## config.mk

```make
export PLATFORM = sky130hd
export DESIGN_NAME = edd_diffuse
export DESIGN_NICKNAME = d
export VERILOG_FILES = /design/src/rtl/edd_pkg.sv /design/src/rtl/edd_diffuse.sv
export SDC_FILE = /design/constraint.sdc
export NUM_CORES = 1
export LEC_CHECK = 0
export BUFFER_PORTS_ARGS = -buffer_cell sky130_fd_sc_hd__buf_2
export CORE_ASPECT_RATIO = 1.25
export CORE_MARGIN = 2
export CORE_UTILIZATION = 35
export CTS_CLUSTER_DIAMETER = 30
export DETAILED_ROUTE_END_ITERATION = 8
export PLACE_DENSITY = 0.55
export SLEW_MARGIN = 10
export SYNTH_ARGS = -nofsm -noshare
export SYNTH_HDL_FRONTEND = slang
export SYNTH_SLANG_ARGS = --single-unit
```

## constraint.sdc

```tcl
create_clock -name clock -period 12.7 [get_ports clock]
set_clock_uncertainty 0.1 [all_clocks]
set_input_delay 1.27 -clock clock [delete_from_list [all_inputs] [get_ports clock]]
set_output_delay 1.27 -clock clock [all_outputs]
set_load 0.01 [all_outputs]
```

## src/rtl/edd_pkg.sv

```systemverilog
// ----------------------------------------------------------------------------
// edd_pkg
// Shared constants, types and register codes of the error diffusion ditherer.
// ----------------------------------------------------------------------------
package edd_pkg;

   localparam int MAX_WIDTH        = 2048;
   localparam int ERROR_BITS       = 11;
   localparam int GRAY_W           = 8;
   localparam int LINE_WIDTH_W     = 12;
   localparam int CSR_DATA_W       = 12;
   localparam int CSR_INDEX_W      = 1;
   localparam int LINE_WIDTH_RESET = 640;

   localparam int COL_W      = $clog2(MAX_WIDTH);
   localparam int IDX_W      = $clog2(MAX_WIDTH + 1);
   localparam int CMP_W      = (IDX_W > LINE_WIDTH_W) ? IDX_W : LINE_WIDTH_W;
   localparam int BANK_DEPTH = MAX_WIDTH / 2 + 1;
   localparam int BANK_AW    = $clog2(BANK_DEPTH);
   localparam int SUM_W      = ERROR_BITS + 3;

   localparam int THRESHOLD       = 127;
   localparam int FULL_SCALE      = 255;
   localparam int QUARTER_SHIFT   = 2;
   localparam int SIXTEENTH_SHIFT = 4;

   typedef logic signed [ERROR_BITS-1:0] err_type;
   typedef logic [COL_W-1:0]             col_type;
   typedef logic [IDX_W-1:0]             idx_type;

   typedef enum logic [CSR_INDEX_W-1:0] {
      CSR_LINE_WIDTH    = 1'b0,
      CSR_INVERT_OUTPUT = 1'b1
   } csr_index_type;

   typedef struct packed {
      logic [GRAY_W-1:0] gray;
      logic              first_row;
      col_type           col;
      logic              row_last;
   } pix_type;

   typedef struct packed {
      logic    en;
      idx_type idx;
   } rd_req_type;

   typedef struct packed {
      logic    en;
      idx_type idx;
      err_type data;
   } wr_req_type;

endpackage

```

## src/rtl/edd_diffuse.sv

```systemverilog
// ----------------------------------------------------------------------------
// edd_diffuse
// Threshold and error split for one pixel; holds the in-row carries and
// issues the line store writes.
// ----------------------------------------------------------------------------
module edd_diffuse (
   input  logic                clock,
   input  logic                reset,
   input  logic                advance,
   input  edd_pkg::pix_type    pix,
   input  edd_pkg::err_type    below_data,
   output logic                set,
   output edd_pkg::wr_req_type wr_col,
   output edd_pkg::wr_req_type wr_edge
);
   import edd_pkg::*;

   err_type q_ff,    q_in;
   err_type s_ff,    s_in;
   err_type diag_ff, diag_in;
   err_type down_ff, down_in;

   logic                    row_start;
   err_type                 q_c, s_c, diag_c, down_c, below;
   logic signed [SUM_W-1:0] e_wide, e_adj;
   err_type                 e, q_t, s_t;

   assign row_start = (pix.col == '0);
   assign q_c    = row_start ? '0 : q_ff;
   assign s_c    = row_start ? '0 : s_ff;
   assign diag_c = row_start ? '0 : diag_ff;
   assign down_c = row_start ? '0 : down_ff;
   assign below  = pix.first_row ? '0 : below_data;

   always_comb begin
      e_wide = $signed({{(SUM_W - GRAY_W){1'b0}}, pix.gray}) + SUM_W'(below)
               + SUM_W'(q_c) + SUM_W'(q_c) - SUM_W'(s_c);
      set    = (e_wide >= SUM_W'(THRESHOLD));
      e_adj  = set ? (e_wide - SUM_W'(FULL_SCALE)) : e_wide;
      e      = ERROR_BITS'(e_adj);
      q_t    = e + (e[ERROR_BITS-1] ? ERROR_BITS'((1 << QUARTER_SHIFT) - 1) : '0);
      s_t    = e + (e[ERROR_BITS-1] ? ERROR_BITS'((1 << SIXTEENTH_SHIFT) - 1) : '0);
      q_in    = q_t >>> QUARTER_SHIFT;
      s_in    = s_t >>> SIXTEENTH_SHIFT;
      down_in = diag_c + q_in + s_in;
      diag_in = s_in;

      wr_col.en    = advance;
      wr_col.idx   = IDX_W'(pix.col);
      wr_col.data  = down_c + q_in - s_in;
      wr_edge.en   = advance && pix.row_last;
      wr_edge.idx  = IDX_W'(pix.col) + IDX_W'(1);
      wr_edge.data = down_in;
   end

   always_ff @(posedge clock) begin
      if (reset) begin
         q_ff    <= '0;
         s_ff    <= '0;
         diag_ff <= '0;
         down_ff <= '0;
      end else if (advance) begin
         q_ff    <= q_in;
         s_ff    <= s_in;
         diag_ff <= diag_in;
         down_ff <= down_in;
      end
   end

endmodule

```

# Yosys cells after proc, flatten, opt, wreduce, memory -nomap -nowiden
# Index checks and enable logic that the tools add are counted.
# word_totals
regBits	27
in_bits	35
word_cells	25
# classes
add_sub_neg	12
order_cmp	1
mux	7
n_reduce_logical	2
# ops
op	count
two-way mux 11 bit	5
adder 11 x 9 -> 11 bit	2
adder 13 x 11 -> 14 bit	1
greater-or-equal comparator 14 x 8 -> 1 bit (second input constant)	1
subtractor 14 x 11 -> 14 bit	1
adder 12 x 11 -> 13 bit	1
adder 11 x 1 -> 12 bit (second input constant)	1
adder 9 x 11 -> 12 bit	1
adder 11 x 2 -> 11 bit	1
adder 11 x 4 -> 11 bit	1
adder 11 x 7 -> 11 bit	1
logical NOT 11 bit	1
subtractor 11 x 7 -> 11 bit	1
subtractor 11 x 9 -> 11 bit (second input constant)	1
two-way mux 4 bit	1
two-way mux 2 bit	1
logical AND 1 bit	1

# Depth between registers and ports, before layout
# depth
ltp_word	11
depth_mapped	42
mapped_depth_nobuf	41

# Least setup slack after synthesis
# Ideal clock, no wire load.
# synth_path
path_type	input to output
start	input pix[1] (netlist name)
end	output wr_col[10] (netlist name)
t_arrival_ns	9.910
path_slack_ns	1.420
stages	40
n_path_buf	1
cell_sequence	inv_1 -> ha_1 -> nand4b_1 -> clkbuf_1 -> nand2_1 -> fa_1 -> inv_1 -> fa_1 -> inv_1 -> ha_1 -> fa_1 -> a211o_1 -> o211ai_1 -> nand4_1 -> nor4b_4 -> nor3_4 -> a31oi_4 -> mux2_2 -> [4 not listed] -> nor4_4 -> o21a_1 -> xor2_1 -> inv_1 -> fa_1 -> inv_1 -> ha_1 -> nor2b_1 -> o21ai_0 -> a21boi_0 -> o21ai_0 -> a21boi_0 -> o21a_1 -> o21ai_0 -> nand2b_1 -> a21oi_1 -> xnor2_1 -> xnor2_1
# synth_rtl
element	line_no	rtl
start: declaration	edd_diffuse.sv:10	input edd_pkg::pix_type pix,
end: declaration	edd_diffuse.sv:13	output edd_pkg::wr_req_type wr_col,

==> run summary <==
* run status: complete, no violations
* Final Hold Viols: 0
* routability-driven placement congestion ratio: 0.8463
* number of detailed-route iterations in the first pass: 4
* sum of net half-perimeters after detailed placement: 9.872 mm
* DR WL/cell: 14.43 um
* count of buffers inserted at the top-level ports: 82
* Placement Setup Slack: 0.5410 ns
* area of the multi-input gates: 3780 um^2
* most instantiated flip-flop cell in the synthesis netlist: dfxtp_1
* Antenna Nets Post-Route: 0
* TNS Setup: 0 ns
* number of global-route vias before repair: 4123
* fraction of registers with async set/reset: 0%
* top routing layer in use: met4
* most used standard cell by instance count after synthesis: inv_1
* met1 WL: 4.994 mm
* synthesized netlist net count: 696
* Min Hold Slack: 0.3712 ns
* Worst Slack Setup Final: 0.7188 ns
* maximum level of the CTS H-tree: 1
* count of filler cells inserted in the layout: 1413
* Inserted Clock Buffers: 3
* post-synth design cell area: 4791 um^2
* initial antenna violation count: 0
* Rel. slew slack: 44.88%
* DRC violation count after routing: 0
* total of endpoints with negative setup slack in the final report: 0
* final critical-path share of the clock period: 94.34%
* maximum number of pins on one net before global-route repair: 36
* die span in x: 108.6 um
* max capacitance violation total: 0
* number of hold buffers added after cts: 0
* layout net count: 759
* Overall Global Routing Usage: 16.27%
* Slew Viols, Final: 0
* Yosys reg bits: 27
* buffer cell driving the clock tree root: clkbuf_16
* maximum frequency from static timing analysis: 0.08346 GHz
* leading cell types by total area after synthesis: fa_1 (16%), dfxtp_1 (11%), ha_1 (11%)
* CTS clk-pin slew, worst paths: 0.07 ns
* wire length on met3: 258 um
* dominant cell type by area after synthesis: fa_1
* starting density of the core: 36.05%
* part of the Yosys area used for sequential elements: 11.28%
* worst stage delay on the critical path: 0.71 ns
* endpoint class of the critical path: primary output
* critical path start-end classification: in2out
* sum of routed wire length over all layers: 11.74 mm
* detailed-route vias per instance: 4.991
* layout overhead on the synthesized area: 12.09%
* sequential cell area: 540.5 um^2
* Synth Instances: 581
* clock latency of the later-clocked register in the worst-skew pair: 0.27 ns
* Cell variety after synth: 79
* I/O pin cnt: 84
* final global-route overflow total: 0
* height of the die: 134.8 um
* detailed router's first-iteration violation count: 157
* met2 routed wirelength: 6.139 mm
* worst slew pin tran: 0.8037 ns
* maximum clock path buffer count: 2
* unrepaired setup endpoints after global routing: false
* Core Footprint: 13290 um^2
* clk sink count: 27
* cell with the largest stage delay on the worst path: or4_1
* Worst setup SP type: input port
* area share of the leading cell type in the synthesized netlist: 15.88%
* die area: 14650 um^2
* EDFF count, synth: 0
* final standard cell utilization of the core: 40.41%
* number of rows in the core area: 47
* layout cells sized above 1: 18.51%
* CTS tree: done
* worst endpoint data arrival time: 10.61 ns
* HP Class: reg2reg
* Synth top cells by count: inv_1 (86), nand2_1 (45), ha_1 (42)
* data required time of the worst path: 11.33 ns
* average cell area after synthesis: 8.246 um^2
* number of warnings reported in the yosys synthesis log: 0
* via count: 4063
* minimum period implied by the final worst setup slack: 11.98 ns
* wire length of the first global-routing pass: 19.27 mm
* highest fanout seen on the critical path: 26
* number of diodes: 0
## worst paths after layout
kind,slack (ns),endpoint,cells past startpoint,start
worst max-delay path,0.72,wr_col[10],40,pix[1]
worst min-delay path,0.37,q_ff[5],2,q_ff[5]
worst max register to register,3.91,down_ff[9],36,s_ff[1]
worst min register to register,0.37,q_ff[5],2,q_ff[5]
## metal layers
layer  vias up  track usage, %
met1      1900           19.62
li1       2076               -
met4         0           5.912
met3        17           1.062
met5         -               0
met2        70           29.97
## area by class of cell
class / count / share of cell area (%)
Sequential cell: 27 / 10.07
Inverter: 86 / 6.011
Timing Repair Buffer: 85 / 8.062
Clock buffer: 3 / 1.398
Multi-Input combinational cell: 441 / 70.39
Clock inverter: 1 / 0.09320
Tap cell: 171 / 3.984
## flip-flops by register name, summed over array words and instances (netlist names)
register  count
down_ff      11
q_ff          9
s_ff          7
## stage by stage
stage,std cells,area [um^2]
2_1_floorplan,581,4791
3_3_place_gp,809,5275
3_5_place_dp,809,5275
4_1_cts,813,5355
5_1_grt,814,5370
6_report,814,5370
## placed cells by master (no fill, tap or decap), drive strengths merged, types with 9 or more instances in the layout
cell,instances
inv,86
buf,85
nand2,46
ha,42
fa,38
nor2,38
xnor2,37
dfxtp,27
a21oi,23
nand2b,16
mux2i,15
and2,15
o21ai,15
nand3,14
nor2b,11
a211oi,10
xor2,10
a21o,9
## worst max-delay path: cells and delay by family
kind	cells	cell delay, ns
AO/OA/AOI/OAI	11	2.22
XOR/XNOR	3	0.53
adder cells (fa/ha/maj)	8	3.08
AND/OR/NAND/NOR	10	2.30
buffers and inverters	7	0.81
multiplexers	1	0.38
## cells by family (layout without fill, tap and decap cells)
family / Yosys count / after routing / synth area share [%]
buffers and inverters: 113 / 175 / 9.977
and+or+nand+nor: 185 / 185 / 21.21
adders and majority gates: 80 / 80 / 26.85
AOI/OAI and AO/OA: 111 / 111 / 18.02
muxes: 17 / 17 / 3.682
other: 1 / 1 / 0.07827
DFF: 27 / 27 / 11.28
xor gates and xnor gates: 47 / 47 / 8.906
## repair_timing
| item | 4_1_cts | 5_1_grt |
|---|---|---|
| resized for setup | 0 | 1 |
| setup buffers | 0 | 1 |
| endpoints found under the setup margin | 0 | 1 |
| endpoints found under the hold margin | 0 | 0 |
Power is left out: the tool's default activity adds up to more than one toggle a clock period on the data nets, which glitch-free logic cannot reach.
